$ cat config.mk
export PLATFORM = sky130hd
export DESIGN_NAME = utf8_to_cp437_converter
export DESIGN_NICKNAME = d
export VERILOG_FILES = /design/src/sv/u2c_pkg.sv /design/src/sv/utf8_to_cp437_converter.sv /design/src/sv/u2c_decode.sv
export SDC_FILE = /design/constraint.sdc
export NUM_CORES = 1
export LEC_CHECK = 0
export BUFFER_PORTS_ARGS = -buffer_cell sky130_fd_sc_hd__buf_2
export CAP_MARGIN = 5
export CORE_MARGIN = 2
export CORE_UTILIZATION = 40
export CTS_CLUSTER_DIAMETER = 200
export DETAILED_ROUTE_END_ITERATION = 10
export HOLD_SLACK_MARGIN = 0.1
export SETUP_SLACK_MARGIN = 0.05
export SYNTH_ARGS = -nofsm -noshare
export SYNTH_HDL_FRONTEND = slang
export SYNTH_SLANG_ARGS = --single-unit
$ cat constraint.sdc
create_clock -name clk -period 4 [get_ports clk]
set_clock_uncertainty 0.1 [all_clocks]
set_input_delay 0.4 -clock clk [delete_from_list [all_inputs] [get_ports clk]]
set_output_delay 0.4 -clock clk [all_outputs]
set_load 0.01 [all_outputs]
$ cat src/sv/u2c_pkg.sv
package u2c_pkg;

	// Glyph used for anything without a CP437 mapping
	localparam logic [7:0]  GLYPH_REPL = 8'hFE;
	// Highest code point that passes through unchanged
	localparam logic [20:0] ASCII_MAX  = 21'h00007F;

	// Input transaction
	typedef struct packed {
		logic [7:0] utf8_byte;
		logic       end_of_string;
	} in_item_t;

	// Result transaction
	typedef struct packed {
		logic [7:0] glyph_code;
		logic       glyph_valid;
		logic       string_done;
		logic [9:0] glyph_count;
	} out_item_t;

	// Unicode code point to CP437 glyph
	function automatic logic [7:0] map_code(input logic [20:0] code);
		logic [7:0] g;
		g = GLYPH_REPL;
		if (code <= ASCII_MAX) begin
			g = code[7:0];
		end else begin
			case (code)
				21'h002302: g = 8'h7F;
				// control-range pictographs
				21'h00263A: g = 8'h01;  21'h00263B: g = 8'h02;
				21'h002665: g = 8'h03;  21'h002666: g = 8'h04;
				21'h002663: g = 8'h05;  21'h002660: g = 8'h06;
				21'h002022: g = 8'h07;  21'h0025D8: g = 8'h08;
				21'h0025CB: g = 8'h09;  21'h002642: g = 8'h0B;
				21'h002640: g = 8'h0C;  21'h00266B: g = 8'h0E;
				21'h00263C: g = 8'h0F;  21'h0025BA: g = 8'h10;
				21'h0025C4: g = 8'h11;  21'h002195: g = 8'h12;
				21'h00203C: g = 8'h13;  21'h0000B6: g = 8'h14;
				21'h0000A7: g = 8'h15;  21'h0025AC: g = 8'h16;
				21'h0021A8: g = 8'h17;  21'h002191: g = 8'h18;
				21'h002193: g = 8'h19;  21'h002192: g = 8'h1A;
				21'h002190: g = 8'h1B;  21'h00221F: g = 8'h1C;
				21'h002194: g = 8'h1D;  21'h0025B2: g = 8'h1E;
				21'h0025BC: g = 8'h1F;
				// upper half
				21'h0000C7: g = 8'h80;  21'h0000FC: g = 8'h81;
				21'h0000E9: g = 8'h82;  21'h0000E2: g = 8'h83;
				21'h0000E4: g = 8'h84;  21'h0000E0: g = 8'h85;
				21'h0000E5: g = 8'h86;  21'h0000E7: g = 8'h87;
				21'h0000EA: g = 8'h88;  21'h0000EB: g = 8'h89;
				21'h0000E8: g = 8'h8A;  21'h0000EF: g = 8'h8B;
				21'h0000EE: g = 8'h8C;  21'h0000EC: g = 8'h8D;
				21'h0000C4: g = 8'h8E;  21'h0000C5: g = 8'h8F;
				21'h0000C9: g = 8'h90;  21'h0000E6: g = 8'h91;
				21'h0000C6: g = 8'h92;  21'h0000F4: g = 8'h93;
				21'h0000F6: g = 8'h94;  21'h0000F2: g = 8'h95;
				21'h0000FB: g = 8'h96;  21'h0000F9: g = 8'h97;
				21'h0000FF: g = 8'h98;  21'h0000D6: g = 8'h99;
				21'h0000DC: g = 8'h9A;  21'h0000A2: g = 8'h9B;
				21'h0000A3: g = 8'h9C;  21'h0000A5: g = 8'h9D;
				21'h0020A7: g = 8'h9E;  21'h000192: g = 8'h9F;
				21'h0000E1: g = 8'hA0;  21'h0000ED: g = 8'hA1;
				21'h0000F3: g = 8'hA2;  21'h0000FA: g = 8'hA3;
				21'h0000F1: g = 8'hA4;  21'h0000D1: g = 8'hA5;
				21'h0000AA: g = 8'hA6;  21'h0000BA: g = 8'hA7;
				21'h0000BF: g = 8'hA8;  21'h002310: g = 8'hA9;
				21'h0000AC: g = 8'hAA;  21'h0000BD: g = 8'hAB;
				21'h0000BC: g = 8'hAC;  21'h0000A1: g = 8'hAD;
				21'h0000AB: g = 8'hAE;  21'h0000BB: g = 8'hAF;
				21'h002591: g = 8'hB0;  21'h002592: g = 8'hB1;
				21'h002593: g = 8'hB2;  21'h002502: g = 8'hB3;
				21'h002524: g = 8'hB4;  21'h002561: g = 8'hB5;
				21'h002562: g = 8'hB6;  21'h002556: g = 8'hB7;
				21'h002555: g = 8'hB8;  21'h002563: g = 8'hB9;
				21'h002551: g = 8'hBA;  21'h002557: g = 8'hBB;
				21'h00255D: g = 8'hBC;  21'h00255C: g = 8'hBD;
				21'h00255B: g = 8'hBE;  21'h002510: g = 8'hBF;
				21'h002514: g = 8'hC0;  21'h002534: g = 8'hC1;
				21'h00252C: g = 8'hC2;  21'h00251C: g = 8'hC3;
				21'h002500: g = 8'hC4;  21'h00253C: g = 8'hC5;
				21'h00255E: g = 8'hC6;  21'h00255F: g = 8'hC7;
				21'h00255A: g = 8'hC8;  21'h002554: g = 8'hC9;
				21'h002569: g = 8'hCA;  21'h002566: g = 8'hCB;
				21'h002560: g = 8'hCC;  21'h002550: g = 8'hCD;
				21'h00256C: g = 8'hCE;  21'h002567: g = 8'hCF;
				21'h002568: g = 8'hD0;  21'h002564: g = 8'hD1;
				21'h002565: g = 8'hD2;  21'h002559: g = 8'hD3;
				21'h002558: g = 8'hD4;  21'h002552: g = 8'hD5;
				21'h002553: g = 8'hD6;  21'h00256B: g = 8'hD7;
				21'h00256A: g = 8'hD8;  21'h002518: g = 8'hD9;
				21'h00250C: g = 8'hDA;  21'h002588: g = 8'hDB;
				21'h002584: g = 8'hDC;  21'h00258C: g = 8'hDD;
				21'h002590: g = 8'hDE;  21'h002580: g = 8'hDF;
				21'h0003B1: g = 8'hE0;  21'h0000DF: g = 8'hE1;
				21'h000393: g = 8'hE2;  21'h0003C0: g = 8'hE3;
				21'h0003A3: g = 8'hE4;  21'h0003C3: g = 8'hE5;
				21'h0000B5: g = 8'hE6;  21'h0003C4: g = 8'hE7;
				21'h0003A6: g = 8'hE8;  21'h000398: g = 8'hE9;
				21'h0003A9: g = 8'hEA;  21'h0003B4: g = 8'hEB;
				21'h00221E: g = 8'hEC;  21'h0003C6: g = 8'hED;
				21'h0003B5: g = 8'hEE;  21'h002229: g = 8'hEF;
				21'h002261: g = 8'hF0;  21'h0000B1: g = 8'hF1;
				21'h002265: g = 8'hF2;  21'h002264: g = 8'hF3;
				21'h002320: g = 8'hF4;  21'h002321: g = 8'hF5;
				21'h0000F7: g = 8'hF6;  21'h002248: g = 8'hF7;
				21'h0000B0: g = 8'hF8;  21'h002219: g = 8'hF9;
				21'h0000B7: g = 8'hFA;  21'h00221A: g = 8'hFB;
				21'h00207F: g = 8'hFC;  21'h0000B2: g = 8'hFD;
				21'h0025A0: g = 8'hFE;  21'h0000A0: g = 8'hFF;
				default:    g = GLYPH_REPL;
			endcase
		end
		return g;
	endfunction

endpackage

$ cat src/sv/utf8_to_cp437_converter.sv
// UTF-8 to CP437 glyph converter.
// Input channel (in_valid/in_stall/in_data) takes one string byte per
// transaction, with end_of_string set on the final byte. Output channel
// (out_valid/out_stall/out_data) delivers a transaction for every emitted
// glyph and one for the final byte, which carries the glyph count.
// Bytes that only open or extend a multi-byte sequence give no output.
// Timing: a byte is registered at the input stage, then decoded and looked up
// while it waits there; its result lands in the output register once the
// output is free, and out_valid rises if the byte gives a result.
// One byte per cycle is sustained while the output is not stalled; the input
// register and the output register each hold one transaction.
// A stalled output holds its transaction; the input stage then fills and
// in_stall rises. The decode state advances only when a byte leaves the
// input stage.
// cfg_wr_en/cfg_wr_data set max_chars (reset 1023) and should be written
// while the block is idle.
// Reset (arst_n low) empties both stages and clears the decoder state.
module utf8_to_cp437_converter (
	input  logic                clk,
	input  logic                arst_n,
	input  logic                in_valid,
	output logic                in_stall,
	input  u2c_pkg::in_item_t   in_data,
	output logic                out_valid,
	input  logic                out_stall,
	output u2c_pkg::out_item_t  out_data,
	input  logic                cfg_wr_en,
	input  logic [9:0]          cfg_wr_data
);

	logic                s1_valid_q;
	u2c_pkg::in_item_t   s1_item_s1;
	logic [9:0]          max_chars_q;
	logic                out_valid_q;
	u2c_pkg::out_item_t  out_data_q;
	logic                out_free;
	logic                step;
	logic                has_result;
	u2c_pkg::out_item_t  result;

	assign out_free = !out_valid_q || !out_stall;
	assign step     = s1_valid_q && out_free;
	assign in_stall = s1_valid_q && !out_free;

	// Configuration register
	always_ff @(posedge clk or negedge arst_n) begin
		if (!arst_n)
			max_chars_q <= 10'd1023;
		else if (cfg_wr_en)
			max_chars_q <= cfg_wr_data;
	end

	// Input stage
	always_ff @(posedge clk or negedge arst_n) begin
		if (!arst_n)
			s1_valid_q <= 1'b0;
		else if (!in_stall)
			s1_valid_q <= in_valid;
	end

	always_ff @(posedge clk) begin
		if (!in_stall && in_valid)
			s1_item_s1 <= in_data;
	end

	u2c_decode u_decode (
		.clk        (clk),
		.arst_n     (arst_n),
		.step       (step),
		.item       (s1_item_s1),
		.max_chars  (max_chars_q),
		.has_result (has_result),
		.result     (result)
	);

	// Output register
	always_ff @(posedge clk or negedge arst_n) begin
		if (!arst_n)
			out_valid_q <= 1'b0;
		else if (step)
			out_valid_q <= has_result;
		else if (!out_stall)
			out_valid_q <= 1'b0;
	end

	always_ff @(posedge clk) begin
		if (step && has_result)
			out_data_q <= result;
	end

	assign out_valid = out_valid_q;
	assign out_data  = out_data_q;

	// Input stage only holds back when it has a transaction waiting
	a_stall_needs_item: assert property (@(posedge clk) disable iff (!arst_n)
		in_stall |-> s1_valid_q)
		else $error("in_stall without a pending byte");

	// A waiting byte is not lost while the output is blocked
	a_s1_holds: assert property (@(posedge clk) disable iff (!arst_n)
		in_stall |=> s1_valid_q && $stable(s1_item_s1))
		else $error("input stage lost its byte while stalled");

	// Every result carries a glyph or ends a string
	a_result_reason: assert property (@(posedge clk) disable iff (!arst_n)
		out_valid && !out_data.glyph_valid |-> out_data.string_done)
		else $error("empty result without end of string");

	// Fields not in use are zero
	a_zero_fields: assert property (@(posedge clk) disable iff (!arst_n)
		out_valid |-> (out_data.glyph_valid || out_data.glyph_code == 8'd0) &&
		(out_data.string_done || out_data.glyph_count == 10'd0))
		else $error("unused result field not zero");

	// Output holds while stalled
	a_out_holds: assert property (@(posedge clk) disable iff (!arst_n)
		out_valid && out_stall |=> out_valid && $stable(out_data))
		else $error("stalled result changed");

endmodule

$ cat src/sv/u2c_decode.sv
module u2c_decode (
	input  logic                clk,
	input  logic                arst_n,
	input  logic                step,
	input  u2c_pkg::in_item_t   item,
	input  logic [9:0]          max_chars,
	output logic                has_result,
	output u2c_pkg::out_item_t  result
);

	logic [20:0] acc_q;
	logic [1:0]  cont_q;
	logic [9:0]  cnt_q;

	logic [20:0] acc_n;
	logic [1:0]  cont_n;
	logic [9:0]  cnt_n;
	logic [20:0] code;
	logic        complete;
	logic        bad;
	logic        emit;
	logic [7:0]  b;
	logic        is_cont;

	assign b       = item.utf8_byte;
	assign is_cont = (b[7:6] == 2'b10);

	// UTF-8 sequence assembly
	always_comb begin
		acc_n    = '0;
		cont_n   = '0;
		code     = '0;
		complete = 1'b0;
		bad      = 1'b0;
		if (cont_q != 2'd0 && is_cont) begin
			acc_n  = {acc_q[14:0], b[5:0]};
			cont_n = cont_q - 2'd1;
			code   = acc_n;
			complete = (cont_n == 2'd0);
		end else if (!b[7]) begin
			complete = 1'b1;
			code     = {13'd0, b};
		end else if (is_cont) begin
			// stray continuation byte
			complete = 1'b1;
			bad      = 1'b1;
		end else if (b[7:5] == 3'b110) begin
			acc_n  = {16'd0, b[4:0]};
			cont_n = 2'd1;
		end else if (b[7:4] == 4'b1110) begin
			acc_n  = {17'd0, b[3:0]};
			cont_n = 2'd2;
		end else if (b[7:3] == 5'b11110) begin
			acc_n  = {18'd0, b[2:0]};
			cont_n = 2'd3;
		end else begin
			// invalid lead byte
			complete = 1'b1;
			bad      = 1'b1;
		end
	end

	// Limit check, glyph lookup and result
	assign emit  = complete && (cnt_q < max_chars);
	assign cnt_n = emit ? cnt_q + 10'd1 : cnt_q;

	always_comb begin
		result.glyph_code  = '0;
		if (emit)
			result.glyph_code = bad ? u2c_pkg::GLYPH_REPL : u2c_pkg::map_code(code);
		result.glyph_valid = emit;
		result.string_done = item.end_of_string;
		result.glyph_count = item.end_of_string ? cnt_n : 10'd0;
	end

	assign has_result = emit || item.end_of_string;

	// Decoder state; cleared at end of string
	always_ff @(posedge clk or negedge arst_n) begin
		if (!arst_n) begin
			acc_q  <= '0;
			cont_q <= '0;
			cnt_q  <= '0;
		end else if (step) begin
			if (item.end_of_string) begin
				acc_q  <= '0;
				cont_q <= '0;
				cnt_q  <= '0;
			end else begin
				acc_q  <= acc_n;
				cont_q <= cont_n;
				cnt_q  <= cnt_n;
			end
		end
	end

endmodule
======== Yosys cells after proc, flatten, opt, wreduce, memory -nomap -nowiden ========
Cells that the tools add are included.
Widths: inputs -> output; s select.
storage, ports and cells
  register bits after elaboration ......... 68
  latch bits .............................. 0
  RAM bits ................................ 0
  bits in read-only memories .............. 0
  input bits .............................. 24
  output and inout port bits .............. 22
  word-level logic and storage cells ...... 226
  memories ................................ 0
cells by class
  $add $sub $neg .......................... 2
  $mul .................................... 0
  divide/modulo/power cells ............... 0
  magnitude comparators ................... 2
  equal/unequal tests ..................... 162
  shifts and indexed selects .............. 0
  mux-type cells .......................... 31
  bitwise logic cells ..................... 1
  reduce and logical (&&, ||, !) cells .... 15
operators by type and width
  cell                   count
  $eq 21x14->1 const B   89
  $pmux 8 s157           1
  $eq 21x8->1 const B    55
  $eq 21x10->1 const B   12
  $mux 15                5
  $eq 21x9->1 const B    1
  $le 21x7->1 const B    1
  $mux 21                1
  $mux 10                2
  $mux 8                 2
  $mux 2                 7
  $add 10x1->10 const B  1
  $lt 10x10->1           1
  $mux 1                 10
  $mux 7                 1
  $logic_and 1x1->1      6
  $eq 5x5->1 const B     1
  $eq 4x4->1 const B     1
  $logic_not 1->1        4
  $mux 4                 1
  $eq 3x3->1 const B     1
  $mux 3                 1
  $eq 2x2->1 const B     1
  $logic_not 2->1        1
  other kinds (6)        7

======== Logic depth before layout (Yosys ltp) ========
  depth in word-level cells ............... 10
  gate-level depth with buffers ........... 16

======== By module ========
From an unflattened synthesis, not the netlist that was laid out.
unflattened totals
  cells, all modules ...................... 846
  area, all modules ....................... 6411.1 µm²
by module, submodules not included
  module                   instances  cells an instance  area an instance (µm²)  seq. area each (µm²)
  u2c_decode               1          785                5022.3                  675.6
  utf8_to_cp437_converter  1          61                 1388.8                  1183.6

======== Least setup slack after synthesis ========
No wires, ideal clock.
  path type ............................... flip-flop to flip-flop
  start ................................... register max_chars_q[1]
  end ..................................... register out_data_q, in the netlist out_data[0] (enable)
  arrival time ............................ 3.090 ns
  data required time ...................... 3.503 ns
  setup slack ............................. 0.413 ns
  stages on the path, launching flop included .. 12
  buffers on the path ..................... 2
  period minus slack after synthesis ...... 3.587 ns
  cells stage by stage .................... dfstp_2 inv_1 ha_1 a21o_1 a21o_1 a21oi_1 o21ai_0 a21oi_1 clkbuf_1 clkbuf_1 nor2_1 nor2_1
RTL lines
  item                    RTL line                       text
  from (decl)             utf8_to_cp437_converter.sv:33  logic [9:0] max_chars_q;
  from (signal assigned)  utf8_to_cp437_converter.sv:50  max_chars_q <= cfg_wr_data;
  to (signal assigned)    utf8_to_cp437_converter.sv:88  out_data_q <= result;
  to (decl)               utf8_to_cp437_converter.sv:35  u2c_pkg::out_item_t out_data_q;

======== Worst setup path after layout ========
  start ................................... register u_decode.cont_q[0]
  end ..................................... register out_data_q, in the netlist out_data[14] (data pin)
on the way
  cells in the longest elaborated chain, start to end .. 7
RTL lines
  item                                 RTL line          text
  from (decl)                          u2c_decode.sv:12  logic [1:0] cont_q;
  from (signal assigned)               u2c_decode.sv:91  cont_q <= cont_n;
  $reduce_bool 2->1                    u2c_decode.sv:35  if (cont_q != 2'd0 && is_cont) begin
  $logic_and 1x1->1                    u2c_decode.sv:35
  $mux 21                              u2c_decode.sv:35
  $eq 21x8->1 (tied with other cells)  u2c_pkg.sv:29     case (code)
  $pmux 8 s157                         u2c_pkg.sv:29
  $mux 8                               u2c_pkg.sv:26     if (code <= ASCII_MAX) begin
  $mux 8                               u2c_decode.sv:70  result.glyph_code = bad ? u2c_pkg::GLYPH_REPL : u2c_pkg::map_code(code);
Several ways; a longest one is shown, not always the timed one.
A chain may end at the register's enable or synchronous reset.

==> flow_metrics.tcl <==
set metrics [dict create \
    synthTopCellsByArea "edfxtp_1 (14%), dfrtp_1 (12%), o21ai_0 (6.5%)" \
    synth_top_cell_by_area "edfxtp_1" \
    p_leak_nw 3.09 \
    drive_gt1_share_pct 23.5 \
    reg2reg_setup_slack_ns 0.12 \
    gp_congestion 1.11 \
    p_int_mw 1.47 \
    whs_ns 0.135 \
    antenna_found_initial 0 \
    synthSimpleGateAreaFrac_pct 36.2 \
    grt_pass1_wl_mm 47.4 \
    ant_nets 0 \
    combPwrFrac_pct 26.6 \
    synth_cells 816 \
    synthMuxAreaShare_pct 1.46 \
    cp_data_required_time_ns 3.99 \
    final_nets 959 \
    yosys-top-cells-count "nand2_1 (91), o21ai_0 (81), nor2_1 (61)" \
    critPathLaunch "u_decode.cont_q[0]$_DFFE_PN0P_" \
    diodes 0 \
    synth_edf_count 29 \
    seq_area_um2 1860 \
    r2r_cells 12 \
    clockRootBuffer "clkbuf_16" \
    hp-start "in_data[2]" \
    yosysUniqueCellTypes 83 \
    post-dp-hpwl_mm 24.3 \
    cts_made_buffers 9 \
    reg2reg_from "u_decode.cont_q[0]$_DFFE_PN0P_" \
    synthFlopType "edfxtp_1" \
    cts_buffer_depth 2 \
    cts_tree "built" \
    grt.total_usage_pct 38.7 \
    crit_path_max_fanout 12 \
    num_vias 7807 \
    p_per_area_nw_per_um2 293 \
    final-hold-violation-count 0 \
    coreArea_um2 15300 \
    synth_xor_area_share_pct 1.82 \
    multi_input_area_um2 4070 \
    async_flop_share_pct 57.4 \
    slew_headroom_pct 38.8 \
    ir_worst_vdd_v 0.000314 \
    drv_slew 0 \
    hp-class "input port to flop" \
    die_h_um 129 \
    reg2reg_to "out_data[14]$_SDFFCE_PN0P_" \
    drt-vias-per-instance 6.85 \
    wl_per_cell_um 27.9 \
    synth_area_um2 6260 \
    switching_share_pct 34.2 \
    p_seq_share_pct 40.1 \
    p_sw_mw 0.766 \
    synth_top_family_by_area "simple AND/OR/NAND/NOR gates" \
    wirelength_mm 31.7 \
    postCtsSetupBuffers 0 \
    drv_cap 0 \
    crit_arrival_ns 3.87 \
    syn-num-nets 852 \
    clock-sinks 68 \
    first_pass_iters 8 \
    worst-setup-path-type "flop to flop" \
    clkTransAtPathRegs_ns 0.06 \
    rows 45 \
    grt_pass1_vias 7259 \
    drc_errors 0 \
    ios 46 \
    area_delta_synth_final_pct 22.2 \
    yosysMostFrequentCell "nand2_1" \
    pre_cts_ws_ns 0.216 \
    worstHoldEndpoint "s1_item_s1[2]$_DFFE_PP_" \
    grt_max_degree 40 \
    hold_depth 1 \
    clockPowerShare_pct 33.3 \
    drt_iter0_markers 1304 \
    crit_path_end_kind "flop" \
    outcome "finished clean" \
    die_w_um 129 \
    tightestPinTransition_ns 0.911 \
    layout_min_cycle_time_ns 3.88 \
    fmax_ghz 0.258 \
    synth_top_area_share_pct 13.9 \
    overflow 0 \
    synth-seq-area-share_pct 29.7 \
    clkLatencyLatePin_ns 0.34 \
    startpoint_type "flop" \
    synth_area_per_cell_um2 7.68 \
    period_share_pct 97.0 \
    setup_viol_count_final 0 \
    final.setup.tns_ns 0 \
    n_fill_cell 1529 \
    initial_core_util_pct 41.1 \
    port_buffers 45 \
    layout_setup_ws_ns 0.120 \
    ys_ff_latch 68 \
    grt_setup_unrepaired "no" \
    dieArea_um2 16700 \
    synth_warnings 0 \
    synth_fa_ha_area_share_pct 2.40 \
    htreeDepth 3 \
    synth_compound_area_share_pct 22.6 \
]
-- worst max path at each step --
stage | cells after the start | slack, ns | to
floorplan | 11 | 0.41 | out_data[0]$_SDFFCE_PN0P_
global placement | 13 | 0.17 | out_data[19]$_SDFFCE_PN0P_
detailed placement | 13 | 0.22 | out_data[14]$_SDFFCE_PN0P_
CTS | 13 | 0.19 | out_data[14]$_SDFFCE_PN0P_
global route | 11 | 0.08 | out_data[14]$_SDFFCE_PN0P_
finish | 12 | 0.12 | out_data[14]$_SDFFCE_PN0P_
-- power groups by stage --
| stage | Combinational [mW] | Sequential [mW] | Clock [mW] |
|---|---|---|---|
| after global placement | 0.577 | 0.906 | 0 |
| after CTS | 0.580 | 0.897 | 0.764 |
| final | 0.597 | 0.898 | 0.745 |
| after floorplan | 0.343 | 0.891 | 0 |
| after global routing | 0.643 | 0.909 | 0.784 |
| after detailed placement | 0.574 | 0.909 | 0 |
-- what timing repair did --
item                                   4_1_cts  5_1_grt
hold buffers                                 1        0
setup endpoints to repair                    0        7
gates resized for setup                      0        4
endpoints found under the hold margin        3        0
-- layer usage --
layer  global-route usage [%]  vias up  wire (um)
met5                        0        -          0
met1                     50.9     3703      12500
met2                     56.8      591      13300
met4                     23.6        0       2560
met3                     10.2      188       3350
li1                         -     3325          -
-- cell type report --
cell class | instances | area share, %
clock inverters | 6 | 0.474
inverters | 18 | 0.883
clock buffers | 10 | 3.12
flip-flops and latches | 68 | 24.3
repair buffers | 159 | 14.6
well taps | 211 | 3.45
multi-input cells | 667 | 53.1
-- critical path: stages (launching register included) --
cell       delay [ns]
dfrtp_1          0.40
inv_1            0.06
ha_1             0.33
and4bb_2         0.50
nand3_1          0.21
buf_4            0.25
nor3_1           0.49
a21oi_1          0.13
o2111ai_1        0.49
nor4_2           0.12
nand4_1          0.16
nand3_1          0.12
o211a_1          0.27
-- state kept, by name, indices dropped and copies added, names as in the netlist --
signal,count
max_chars_q,10
out_data,20
out_valid,1
s1_item_s1,9
s1_valid_q,1
u_decode.acc_q,15
u_decode.cnt_q,10
u_decode.cont_q,2
-- kinds of logic (layout without fill, tap and decap cells) --
group / count (synthesis) / count (layout)
muxes: 9 / 9
buffers and inverters: 81 / 193
and+or+nand+nor: 418 / 418
adders and majority gates: 12 / 12
DFF: 68 / 68
AOI/OAI and AO/OA: 215 / 215
xor gates and xnor gates: 13 / 13
-- placed cells by master, fill, tap and decap left out, types with 5 or more instances in the layout --
cell       synthesis  layout
dfrtp_1           29      29
clkbuf_16          0       9
buf_4              1     110
and2_1            20      20
o21ai_0           81      81
o41ai_1            5       5
xnor2_1           10      10
or3_1              5       5
ha_1              12      12
a31oi_1            5       5
dfstp_2           10      10
inv_1             18      18
nand2b_1           7       7
nand2_1           91      91
nor2b_1           12      12
nor2_1            61      60
a21o_1             5       5
nor2_2             5       6
a21oi_1           34      33
o31ai_1            6       6
and3_1             9       9
o21a_1             7       7
o22ai_1            7       7
nor4_1            51      50
nor3_1            43      41
nand4_1           32      32
nand4b_1           5       5
a22oi_1            9       9
edfxtp_1          29      29
buf_2             16      45
nand3_1           39      39
a22o_1             5       5
mux2i_1            8       8
-- through the flow --
stage | instances | total power, mW | cell area [um2] | utilization (%)
floorplan | 816 | 1.23 | 6260 | -
global placement | 1122 | 1.48 | 7350 | 48.2
detailed placement | 1122 | 1.48 | 7350 | 48.2
CTS | 1139 | 2.24 | 7630 | 50.0
global route | 1139 | 2.34 | 7650 | 50.2
finish | 1139 | 2.24 | 7650 | 50.2
No activity file was read; power rests on OpenSTA's default activity.
